**src/hdl/xdb_pkg.sv**
```systemverilog
package xdb_pkg;

   localparam int ID_BITS      = 64;
   localparam int ADDRESS_BITS = 32;
   localparam int TIME_BITS    = 32;
   localparam int BUCKET_SIZE  = 16;
   localparam int SLOT_BITS    = 4;
   localparam int NUM_BUCKETS  = 64;
   localparam int BUCKET_BITS  = 6;
   localparam int STORE_DEPTH  = NUM_BUCKETS * BUCKET_SIZE;
   localparam int STORE_ABITS  = BUCKET_BITS + SLOT_BITS;
   localparam int FILL_BITS    = 5;
   localparam int MAX_LISTED   = 64;
   localparam int LIMIT_BITS   = 7;
   localparam int COUNT_BITS   = STORE_ABITS + 1;
   localparam int KEY_BITS     = ID_BITS + STORE_ABITS;
   localparam int CSR_ADDR_BITS = 4;
   localparam int CSR_DATA_BITS = 64;

   localparam logic [1:0] OP_UPSERT = 2'd0;
   localparam logic [1:0] OP_QUERY  = 2'd1;
   localparam logic [1:0] OP_SWEEP  = 2'd2;

   localparam logic [2:0] ST_INSERTED  = 3'd0;
   localparam logic [2:0] ST_REFRESHED = 3'd1;
   localparam logic [2:0] ST_EVICTED   = 3'd2;
   localparam logic [2:0] ST_OWN_ID    = 3'd3;
   localparam logic [2:0] ST_LISTED    = 3'd4;
   localparam logic [2:0] ST_NONE      = 3'd5;
   localparam logic [2:0] ST_SWEPT     = 3'd6;

   localparam logic REG_OWN_ID = 1'b0;

   typedef struct packed {
      logic [ID_BITS-1:0]      ident;
      logic [ADDRESS_BITS-1:0] addr;
      logic [TIME_BITS-1:0]    expiry;
   } entry_type;

   localparam int ENTRY_BITS = $bits(entry_type);

   typedef struct packed {
      logic [2:0]              status;
      logic [ID_BITS-1:0]      ident;
      logic [ADDRESS_BITS-1:0] addr;
      logic [TIME_BITS-1:0]    expiry;
      logic [ID_BITS-1:0]      distance;
      logic                    last;
   } result_type;

endpackage

```
**src/hdl/xdb_csr.sv**
```systemverilog
module xdb_csr (
   input  logic                               clock,
   input  logic                               reset,
   input  logic                               psel,
   input  logic                               penable,
   input  logic                               pwrite,
   input  logic [xdb_pkg::CSR_ADDR_BITS-1:0]  paddr,
   input  logic [xdb_pkg::CSR_DATA_BITS-1:0]  pwdata,
   output logic [xdb_pkg::CSR_DATA_BITS-1:0]  prdata,
   output logic                               pready,
   output logic [xdb_pkg::ID_BITS-1:0]        own_id
);
   import xdb_pkg::*;

   logic [ID_BITS-1:0] own_id_ff, own_id_in;
   logic               sel_own;

   assign sel_own = (paddr[CSR_ADDR_BITS-1] == REG_OWN_ID);

   always_comb begin
      own_id_in = own_id_ff;
      if (psel && penable && pwrite && sel_own) begin
         own_id_in = pwdata[ID_BITS-1:0];
      end
   end

   always_ff @(posedge clock) begin
      if (reset) begin
         own_id_ff <= '0;
      end else begin
         own_id_ff <= own_id_in;
      end
   end

   assign pready = 1'b1;
   assign prdata = sel_own ? CSR_DATA_BITS'(own_id_ff) : '0;
   assign own_id = own_id_ff;
endmodule

```
**config.mk**
```make
export PLATFORM = sky130hd
export DESIGN_NAME = xdb_csr
export DESIGN_NICKNAME = d
export VERILOG_FILES = /design/src/hdl/xdb_pkg.sv /design/src/hdl/xdb_csr.sv
export SDC_FILE = /design/constraint.sdc
export NUM_CORES = 1
export LEC_CHECK = 0
export BUFFER_PORTS_ARGS = -buffer_cell sky130_fd_sc_hd__buf_2
export CAP_MARGIN = 20
export CORE_UTILIZATION = 40
export DETAILED_ROUTE_END_ITERATION = 10
export PLACE_DENSITY = 0.81
export SLEW_MARGIN = 20
export SYNTH_ARGS = -nofsm -noshare
export SYNTH_HDL_FRONTEND = slang
export SYNTH_SLANG_ARGS = --single-unit
```
**constraint.sdc**
```tcl
create_clock -name clock -period 2.48 [get_ports clock]
set_clock_uncertainty 0.2 [all_clocks]
set_input_delay 0 -clock clock [delete_from_list [all_inputs] [get_ports clock]]
set_output_delay 0 -clock clock [all_outputs]
set_load 0.02 [all_outputs]
```
=== After elaboration in Yosys (flattened, before gate mapping) ===
Index checks and enable logic that the tools add are counted.

* Register bits: 64
* Input bits: 73
* Output and inout port bits: 129
* Logic and storage cells: 6

* Mux-type cells: 1
* Bitwise gates (word level): 1
* Reductions and logical operators: 3

{| class="wikitable"
|+ Operator list
! cell !! number
|-
| 64-bit two-way mux || 1
|-
| 1-bit logical AND || 3
|-
| 1-bit NOT || 1
|}

=== Longest topological paths before layout ===
Gate-level depths: netlist of the first run.

* Depth after elaboration: 3
* Gate-level depth with buffers: 4
* Depth with buffers taken out: 2

=== Worst setup path before layout of the first run ===
No wires, ideal clock.

* Kind: input port to flip-flop
* From: input port paddr[3] (netlist bit)
* To: register own_id_ff[0], in the netlist own_id[0]
* Library setup time: 72 ps
* Data arrival time: 739 ps
* Data required time: 2208 ps
* Path slack: 1469 ps
* Stages on the path: 4
* Buffers on the path: 2
* Cells stage by stage: and4b_1 buf_6 buf_12 mux2i_1

* Word-level cells in the longest chain between the ends: 2

{| class="wikitable"
|+ Ends and longest elaborated chain
! what !! line !! source
|-
| start: declaration || xdb_csr.sv:7 || <nowiki>input logic [xdb_pkg::CSR_ADDR_BITS-1:0] paddr,</nowiki>
|-
| 1-bit NOT || xdb_csr.sv:18 || <nowiki>assign sel_own = (paddr[CSR_ADDR_BITS-1] == REG_OWN_ID);</nowiki>
|-
| 1-bit logical AND || xdb_csr.sv:22 || <nowiki>if (psel && penable && pwrite && sel_own) begin</nowiki>
|-
| end signal: assignment || xdb_csr.sv:31 || <nowiki>own_id_ff <= own_id_in;</nowiki>
|-
| end: declaration || xdb_csr.sv:15 || <nowiki>logic [ID_BITS-1:0] own_id_ff, own_id_in;</nowiki>
|}

No other way between the ends.
A chain may end at the register's enable or synchronous reset.

=== Worst setup path in the final report of the first run ===
* From: register own_id_ff[39], in the netlist own_id[39]
* To: output port prdata[39] (netlist bit)

* Word-level cells in the longest chain between the ends: 1

{| class="wikitable"
|+ Ends and longest elaborated chain
! what !! line !! source
|-
| 64-bit two-way mux || xdb_csr.sv:36 || <nowiki>assign prdata = sel_own ? CSR_DATA_BITS'(own_id_ff) : '0;</nowiki>
|-
| end: declaration || xdb_csr.sv:9 || <nowiki>output logic [xdb_pkg::CSR_DATA_BITS-1:0] prdata,</nowiki>
|}

No other way between the ends.

==> results of run 1 <==
-- synthesized netlist by cell type --
cell type / n
sky130_fd_sc_hd__buf_12: 6
sky130_fd_sc_hd__clkbuf_1: 19
sky130_fd_sc_hd__buf_6: 1
sky130_fd_sc_hd__buf_4: 1
sky130_fd_sc_hd__mux2i_1: 64
sky130_fd_sc_hd__dfxtp_1: 64
sky130_fd_sc_hd__buf_2: 2
sky130_fd_sc_hd__nand2b_1: 128
sky130_fd_sc_hd__nor2b_1: 64
sky130_fd_sc_hd__and4b_1: 1
sky130_fd_sc_hd__conb_1: 1
-- cell families (layout without fill, tap and decap cells) --
| logic type | after synthesis | in the layout | synth area share (%) |
|---|---|---|---|
| buffers and inverters | 29 | 280 | 6.560 |
| and+or+nand+nor | 193 | 193 | 36.08 |
| muxes | 64 | 64 | 19.08 |
| DFF | 64 | 64 | 38.17 |
| other | 1 | 1 | 0.1117 |
-- critical path, cell delays in order, from the launching register on --
cell                      delay [ps]
sky130_fd_sc_hd__dfxtp_1         360
sky130_fd_sc_hd__nor2b_1         180
sky130_fd_sc_hd__buf_2           190
-- layout make-up --
type | count | area (µm²)
flip-flops and latches | 64 | 1281
well taps | 105 | 131.4
repair buffers | 264 | 1662
clock buffers | 12 | 155.1
fillers | 666 | 3010
multi-input cells | 258 | 1859
clock inverters | 4 | 76.32
-- worst max path at each step --
stage	end	depth (start not counted)	slack, ps
floorplan	own_id[0]	4	1470
global placement	own_id[17]	4	1150
detailed placement	own_id[11]	4	1080
CTS	prdata[16]	2	1230
global route	prdata[7]	2	1140
finish	prdata[39]	2	1210
-- timing repair --
item                                    4_1_cts  5_1_grt
endpoints found under the setup margin        0        0
hold buffers                                 64        0
hold endpoints to repair                     64        0
-- per-layer routing --
layer | track usage [%] | wire length, µm | vias up
li1 | - | - | 1596
met1 | 20.21 | 3546 | 1435
met2 | 38.42 | 4668 | 130
met3 | 5.366 | 533 | 16
met4 | 8.205 | 152 | 0
met5 | 0 | 0 | -
-- report_power, final --
group          internal [µW]  switching [µW]
registers               1050            16.5
clock network            623             406
logic                    201             162
total                   1870             585
-- cells in the final DEF (no fill, tap or decap) --
| cell | n |
|---|---|
| sky130_fd_sc_hd__and4b_4 | 1 |
| sky130_fd_sc_hd__buf_12 | 1 |
| sky130_fd_sc_hd__buf_2 | 197 |
| sky130_fd_sc_hd__buf_4 | 2 |
| sky130_fd_sc_hd__bufinv_16 | 2 |
| sky130_fd_sc_hd__clkbuf_1 | 1 |
| sky130_fd_sc_hd__clkbuf_8 | 11 |
| sky130_fd_sc_hd__clkinv_4 | 1 |
| sky130_fd_sc_hd__clkinvlp_4 | 1 |
| sky130_fd_sc_hd__conb_1 | 1 |
| sky130_fd_sc_hd__dfxtp_1 | 64 |
| sky130_fd_sc_hd__dlygate4sd3_1 | 64 |
| sky130_fd_sc_hd__mux2i_1 | 64 |
| sky130_fd_sc_hd__nand2b_1 | 128 |
| sky130_fd_sc_hd__nor2b_1 | 64 |
-- metrics by stage --
step           util (%)  cells  worst slack (ps)  instance area (µm²)  power, µW
3_3_place_gp      52.51    627              1146                 4293       1364
6_report          63.18    707              1213                 5165       2460
3_5_place_dp      52.51    627              1081                 4293       1371
2_1_floorplan         -    351              1469                 3357       1277
5_1_grt           63.18    707              1138                 5165       2574
4_1_cts           63.18    707              1232                 5165       2486
==> run_summary.xml, run 1 <==
<?xml version="1.0" encoding="UTF-8"?>
<metrics>
  <group name="sta">
    <metric name="setup_total_negative_slack" unit="ps">0</metric>
    <metric name="fmax" unit="MHz">789.2</metric>
    <metric name="slew_viol_final" unit="">0</metric>
    <metric name="final_period_minus_worst_setup_slack" unit="ps">1267</metric>
    <metric name="final_min_period_over_clock_period" unit="%">51.09</metric>
    <metric name="worst_slew_pin_slew" unit="ps">835.2</metric>
    <metric name="maxSlewHeadroom" unit="%">44.32</metric>
    <metric name="timing.final.hold_violations" unit="">0</metric>
    <metric name="setup_violations" unit="">0</metric>
    <metric name="fin_hold_ws" unit="ps">192.9</metric>
    <metric name="unrepaired_setup_endpoints_after_global_routing" unit="">no</metric>
  </group>
  <group name="synthesis">
    <metric name="synthDominantCellAreaShare" unit="%">38.17</metric>
    <metric name="yosys_warnings" unit="">0</metric>
    <metric name="netlist_area" unit="µm²">3357</metric>
    <metric name="area_leader_netlist" unit="">sky130_fd_sc_hd__dfxtp_1</metric>
    <metric name="flops_latches_synth" unit="">64</metric>
    <metric name="synth.area.top_cells" unit="">sky130_fd_sc_hd__dfxtp_1, sky130_fd_sc_hd__nand2b_1, sky130_fd_sc_hd__mux2i_1</metric>
    <metric name="ys_seq_area_share" unit="%">38.17</metric>
    <metric name="syn_area_per_cell" unit="µm²">9.564</metric>
    <metric name="ys_types" unit="">11</metric>
    <metric name="syn-instance-count" unit="">351</metric>
    <metric name="syn-num-nets" unit="">424</metric>
  </group>
  <group name="min_path">
    <metric name="hold_depth" unit="">4</metric>
    <metric name="hold_path_end" unit="">own_id[33]</metric>
    <metric name="worst_hold_path_class" unit="">primary input to flip-flop</metric>
    <metric name="hold_start" unit="">penable</metric>
  </group>
  <group name="worst_setup_path">
    <metric name="critical_path_required" unit="ps">2280</metric>
    <metric name="r2r_slack" unit="ps">1570</metric>
    <metric name="r2r_start" unit="">own_id[39]</metric>
    <metric name="critPathLaunch" unit="">own_id[39]</metric>
    <metric name="biggest_fanout_along_the_worst_timing_path" unit="">3</metric>
    <metric name="endpoint_kind" unit="">output port</metric>
    <metric name="critical_path.startpoint_type" unit="">flip-flop</metric>
    <metric name="path_class" unit="">flip-flop to output port</metric>
    <metric name="crit-reg2reg-capture" unit="">own_id[39]</metric>
    <metric name="cp.arrival" unit="ps">1070</metric>
    <metric name="r2r.worst_path.cells" unit="">2</metric>
  </group>
  <group name="clock_tree">
    <metric name="cts.sinks" unit="">64</metric>
    <metric name="max-clock-path-buffers" unit="">2</metric>
    <metric name="cts_inserted_buffers" unit="">9</metric>
    <metric name="postCtsSetupBuffers" unit="">0</metric>
    <metric name="clk_root_buffer_cell" unit="">sky130_fd_sc_hd__clkbuf_8</metric>
    <metric name="clkLatencyLatePin" unit="ps">340</metric>
    <metric name="number_of_h_tree_levels" unit="">3</metric>
    <metric name="clk_transition_reported_paths" unit="ps">70</metric>
    <metric name="post_cts.resized_instances" unit="">0</metric>
    <metric name="tritoncts" unit="">done</metric>
  </group>
  <group name="die">
    <metric name="floorplan.die.width" unit="µm">93.61</metric>
    <metric name="num_io_pins" unit="">202</metric>
    <metric name="initial_utilization" unit="%">41.06</metric>
    <metric name="floorplan.core_area" unit="µm²">8175</metric>
    <metric name="die-area" unit="µm²">8763</metric>
    <metric name="die-height" unit="µm">93.61</metric>
    <metric name="placementRows" unit="">33</metric>
  </group>
  <group name="route">
    <metric name="antenna_left" unit="">0</metric>
    <metric name="num_vias" unit="">3177</metric>
    <metric name="route.final.wire_length" unit="µm">8901</metric>
    <metric name="drt-pass1-iter-count" unit="">6</metric>
    <metric name="routedWlPerCell" unit="µm">12.59</metric>
    <metric name="post_drt_via_cell_ratio" unit="">4.494</metric>
    <metric name="detail_route.iter0.violations" unit="">43</metric>
    <metric name="remaining_drc_errors" unit="">0</metric>
  </group>
  <group name="cells_and_area">
    <metric name="layout-drive-gt1-share" unit="%">35.88</metric>
    <metric name="largest_register_ff_count" unit="">64</metric>
    <metric name="layout-area-overhead-vs-synth" unit="%">53.86</metric>
    <metric name="final_net_count" unit="">670</metric>
    <metric name="n_antenna_cell" unit="">0</metric>
  </group>
  <group name="flow_run">
    <metric name="max_cap_viol_count" unit="">0</metric>
  </group>
  <group name="grt">
    <metric name="grt_util_all_layers" unit="%">20.03</metric>
    <metric name="overflow" unit="">0</metric>
    <metric name="grt_pass1_vias" unit="">3019</metric>
    <metric name="grt_first_pass_wirelength" unit="µm">13730</metric>
    <metric name="number_of_antenna_violations_at_the_first_check_in_global_routing" unit="">0</metric>
    <metric name="largest_net_degree_at_the_start_of_global_routing" unit="">129</metric>
  </group>
  <group name="outcome">
    <metric name="outcome" unit="">complete, no violations</metric>
  </group>
  <group name="pwr">
    <metric name="power_density" unit="nW/µm²">476.2</metric>
    <metric name="leakagePower" unit="µW">0.002437</metric>
    <metric name="ir_drop" unit="mV">0.2796</metric>
  </group>
  <group name="placed_design">
    <metric name="detailedPlacementHpwl" unit="µm">5051</metric>
    <metric name="finalWeightedCongestion" unit="">0.7098</metric>
    <metric name="port_buffers" unit="">197</metric>
  </group>
</metrics>
(Power assumes the default switching activity.)
==> inputs of run 2 (changes only) <==
--- a/config.mk
+++ b/config.mk
@@ -5,11 +5,12 @@
 export SDC_FILE = /design/constraint.sdc
 export NUM_CORES = 1
 export LEC_CHECK = 0
+export ABC_AREA = 1
 export BUFFER_PORTS_ARGS = -buffer_cell sky130_fd_sc_hd__buf_2
 export CAP_MARGIN = 20
-export CORE_UTILIZATION = 40
+export CORE_UTILIZATION = 39
 export DETAILED_ROUTE_END_ITERATION = 10
-export PLACE_DENSITY = 0.81
+export PLACE_DENSITY = 0.82
 export SLEW_MARGIN = 20
 export SYNTH_ARGS = -nofsm -noshare
 export SYNTH_HDL_FRONTEND = slang
==> constraint.sdc (replaced) <==
create_clock -name clock -period 1.1 [get_ports clock]
set_clock_uncertainty 0.2 [all_clocks]
set_input_delay 0 -clock clock [delete_from_list [all_inputs] [get_ports clock]]
set_output_delay 0 -clock clock [all_outputs]
set_load 0.02 [all_outputs]
==> run_summary.xml, run 2 <==
<?xml version="1.0" encoding="UTF-8"?>
<metrics>
  <group name="outcome">
    <metric name="outcome" unit="">complete, but fails checks</metric>
    <metric name="violations_in_the_final_reports" unit="">setup timing</metric>
  </group>
  <group name="grt">
    <metric name="grt_util_all_layers" unit="%">23.08</metric>
    <metric name="grt_first_pass_wirelength" unit="µm">16100</metric>
    <metric name="overflow" unit="">0</metric>
    <metric name="number_of_antenna_violations_at_the_first_check_in_global_routing" unit="">0</metric>
    <metric name="largest_net_degree_at_the_start_of_global_routing" unit="">49</metric>
    <metric name="grt_pass1_vias" unit="">3629</metric>
  </group>
  <group name="cells_and_area">
    <metric name="layout_commonest_cell" unit="">sky130_fd_sc_hd__nor2_1</metric>
    <metric name="n_antenna_cell" unit="">0</metric>
    <metric name="layoutNonFillerInstCount" unit="">927</metric>
    <metric name="layout-area-overhead-vs-synth" unit="%">73.86</metric>
    <metric name="layout.filler_cells" unit="">615</metric>
    <metric name="final_cell_mix" unit="">sky130_fd_sc_hd__nor2_1, sky130_fd_sc_hd__buf_2, sky130_fd_sc_hd__inv_1</metric>
    <metric name="multiInputGateArea" unit="µm²">1436</metric>
    <metric name="layout.area.seq" unit="µm²">1361</metric>
    <metric name="largest_register_ff_count" unit="">64</metric>
    <metric name="final_net_count" unit="">891</metric>
    <metric name="layout-drive-gt1-share" unit="%">46.59</metric>
  </group>
  <group name="synthesis">
    <metric name="flops_latches_synth" unit="">64</metric>
    <metric name="syn_area_per_cell" unit="µm²">6.032</metric>
    <metric name="synth-edff-count" unit="">0</metric>
    <metric name="yosys_warnings" unit="">0</metric>
    <metric name="asyncSetResetFlopFracSynth" unit="%">0</metric>
    <metric name="syn-instance-count" unit="">553</metric>
    <metric name="ys_seq_area_share" unit="%">38.41</metric>
    <metric name="synthDominantCellAreaShare" unit="%">38.41</metric>
    <metric name="netlist_top_cells_count" unit="">sky130_fd_sc_hd__nor2_1, sky130_fd_sc_hd__inv_1, sky130_fd_sc_hd__dfxtp_1, sky130_fd_sc_hd__nand2_1, sky130_fd_sc_hd__nand3_1</metric>
    <metric name="yosysMostFrequentCell" unit="">sky130_fd_sc_hd__nor2_1</metric>
    <metric name="ys_types" unit="">14</metric>
    <metric name="synth.area.top_cells" unit="">sky130_fd_sc_hd__dfxtp_1, sky130_fd_sc_hd__nor2_1, sky130_fd_sc_hd__inv_1</metric>
    <metric name="area_leader_netlist" unit="">sky130_fd_sc_hd__dfxtp_1</metric>
    <metric name="syn-num-nets" unit="">626</metric>
    <metric name="synthFlopType" unit="">sky130_fd_sc_hd__dfxtp_1</metric>
    <metric name="netlist_area" unit="µm²">3336</metric>
  </group>
  <group name="route">
    <metric name="num_vias" unit="">4172</metric>
    <metric name="post_drt_via_cell_ratio" unit="">4.501</metric>
    <metric name="route.final.wire_length" unit="µm">11810</metric>
    <metric name="drt-pass1-iter-count" unit="">4</metric>
    <metric name="remaining_drc_errors" unit="">0</metric>
    <metric name="detail_route.iter0.violations" unit="">159</metric>
    <metric name="antenna_left" unit="">0</metric>
    <metric name="routedWlPerCell" unit="µm">12.74</metric>
  </group>
  <group name="placed_design">
    <metric name="detailedPlacementHpwl" unit="µm">5967</metric>
    <metric name="finalWeightedCongestion" unit="">0.7377</metric>
    <metric name="port_buffers" unit="">197</metric>
    <metric name="dp_cells" unit="">834</metric>
    <metric name="pre_cts_ws" unit="ps">35.81</metric>
  </group>
  <group name="sta">
    <metric name="final_min_period_over_clock_period" unit="%">110.2</metric>
    <metric name="slew_viol_final" unit="">0</metric>
    <metric name="worst_slew_pin_slew" unit="ps">584.9</metric>
    <metric name="setup_total_negative_slack" unit="ps">-3121</metric>
    <metric name="fmax" unit="MHz">825.3</metric>
    <metric name="timing.final.hold_violations" unit="">0</metric>
    <metric name="final_period_minus_worst_setup_slack" unit="ps">1212</metric>
    <metric name="setup_violations" unit="">66</metric>
    <metric name="layout_setup_ws" unit="ps">-111.7</metric>
    <metric name="fin_hold_ws" unit="ps">82.48</metric>
    <metric name="unrepaired_setup_endpoints_after_global_routing" unit="">yes</metric>
    <metric name="maxSlewHeadroom" unit="%">61.01</metric>
  </group>
  <group name="worst_setup_path">
    <metric name="critical_path_required" unit="ps">900</metric>
    <metric name="path_class" unit="">primary input to output port</metric>
    <metric name="cp.arrival" unit="ps">1010</metric>
    <metric name="endpoint_kind" unit="">output port</metric>
    <metric name="biggest_fanout_along_the_worst_timing_path" unit="">35</metric>
    <metric name="critical_path.startpoint_type" unit="">primary input</metric>
  </group>
  <group name="pwr">
    <metric name="ir_drop" unit="mV">0.6294</metric>
    <metric name="leakagePower" unit="µW">0.003070</metric>
    <metric name="power_density" unit="nW/µm²">932.8</metric>
    <metric name="p_switching" unit="µW">1608</metric>
    <metric name="clkPwrFrac" unit="%">30.6</metric>
    <metric name="internal_power" unit="µW">3801</metric>
    <metric name="sw_frac_of_total" unit="%">29.73</metric>
    <metric name="total_power" unit="µW">5409</metric>
    <metric name="power.share.combinational" unit="%">23.4</metric>
    <metric name="sequential_fraction_of_design_power" unit="%">46.0</metric>
  </group>
  <group name="die">
    <metric name="floorplan.die.width" unit="µm">94.48</metric>
    <metric name="die-area" unit="µm²">8926</metric>
    <metric name="floorplan.core_area" unit="µm²">8258</metric>
    <metric name="num_io_pins" unit="">202</metric>
    <metric name="die-height" unit="µm">94.48</metric>
    <metric name="initial_utilization" unit="%">40.39</metric>
    <metric name="placementRows" unit="">33</metric>
  </group>
  <group name="clock_tree">
    <metric name="max-clock-path-buffers" unit="">2</metric>
    <metric name="clkLatencyLatePin" unit="ps">320</metric>
    <metric name="clk_root_buffer_cell" unit="">sky130_fd_sc_hd__clkbuf_8</metric>
    <metric name="cts.sinks" unit="">64</metric>
    <metric name="tritoncts" unit="">done</metric>
    <metric name="cts_inserted_buffers" unit="">9</metric>
    <metric name="clk_transition_reported_paths" unit="ps">70</metric>
    <metric name="number_of_h_tree_levels" unit="">3</metric>
  </group>
  <group name="flow_run">
    <metric name="max_cap_viol_count" unit="">0</metric>
  </group>
  <group name="min_path">
    <metric name="worst_hold_path_class" unit="">primary input to flip-flop</metric>
  </group>
</metrics>
run 2: cell count changes after synthesis, sizes merged, moves of 66 or more:
cell and delta:
nor2 +194, nand2 +66, nand2b -128, inv +132
run 2: layout make-up:
type	count	area share (%)
flip-flops and latches	64	23.47
repair buffers	286	38.25
well taps	105	2.265
clock buffers	11	2.265
multi-input cells	325	24.77
inverters	132	8.587
clock inverters	4	0.3883
run 2: cell families after synthesis:
family	after synthesis	synth area share (%)
simple gates	324	39.72
other cells	1	0.1124
buf+inv	164	21.76
flops	64	38.41
run 2: critical path: stages:
cell                     delay, ps
sky130_fd_sc_hd__buf_2         150
sky130_fd_sc_hd__buf_4         520
sky130_fd_sc_hd__nor2_1        140
sky130_fd_sc_hd__buf_4         190
run 2: per-stage QoR:
stage	cell area, µm²	utilization (%)
4_1_cts	5472	66.26
5_1_grt	5799	70.23
6_report	5799	70.23
2_1_floorplan	3336	-
3_5_place_dp	4405	53.35
3_3_place_gp	4405	53.35
run 2: routing by layer:
| metal | wire, µm | track usage, % | vias up |
|---|---|---|---|
| li1 | - | - | 2099 |
| met1 | 4388 | 23.79 | 1836 |
| met2 | 6208 | 42.33 | 197 |
| met3 | 781 | 5.395 | 40 |
| met4 | 427 | 13.64 | 0 |
| met5 | 0 | 0 | - |
run 2: path summary, 6_finish.rpt:
kind / slack [ps] / endpoint / startpoint / depth (start not counted)
hold reg to reg: 290 / own_id[40] / own_id[40] / 2
hold / removal: 80 / own_id[12] / psel / 6
setup / recovery: -110 / prdata[34] / paddr[3] / 4
setup reg to reg: 80 / own_id[37] / own_id[37] / 4
run 2: what timing repair did:
item                       in CTS  in global routing
hold buffers                   65                  0
buffers inserted                2                 10
setup endpoints to repair      68                 95
hold endpoints to repair       64                  0
gates cloned                    0                  1
pin swaps                       1                  7
resized for setup             142                114
run 2: power by group through the flow:
stage               Clock [µW]  Sequential, µW  Combinational (µW)
floorplan                    0            2600                 493
global placement             0            2510                 906
detailed placement           0            2510                 916
CTS                       1720            2480                1130
global route              1850            2500                1380
finish                    1650            2490                1270
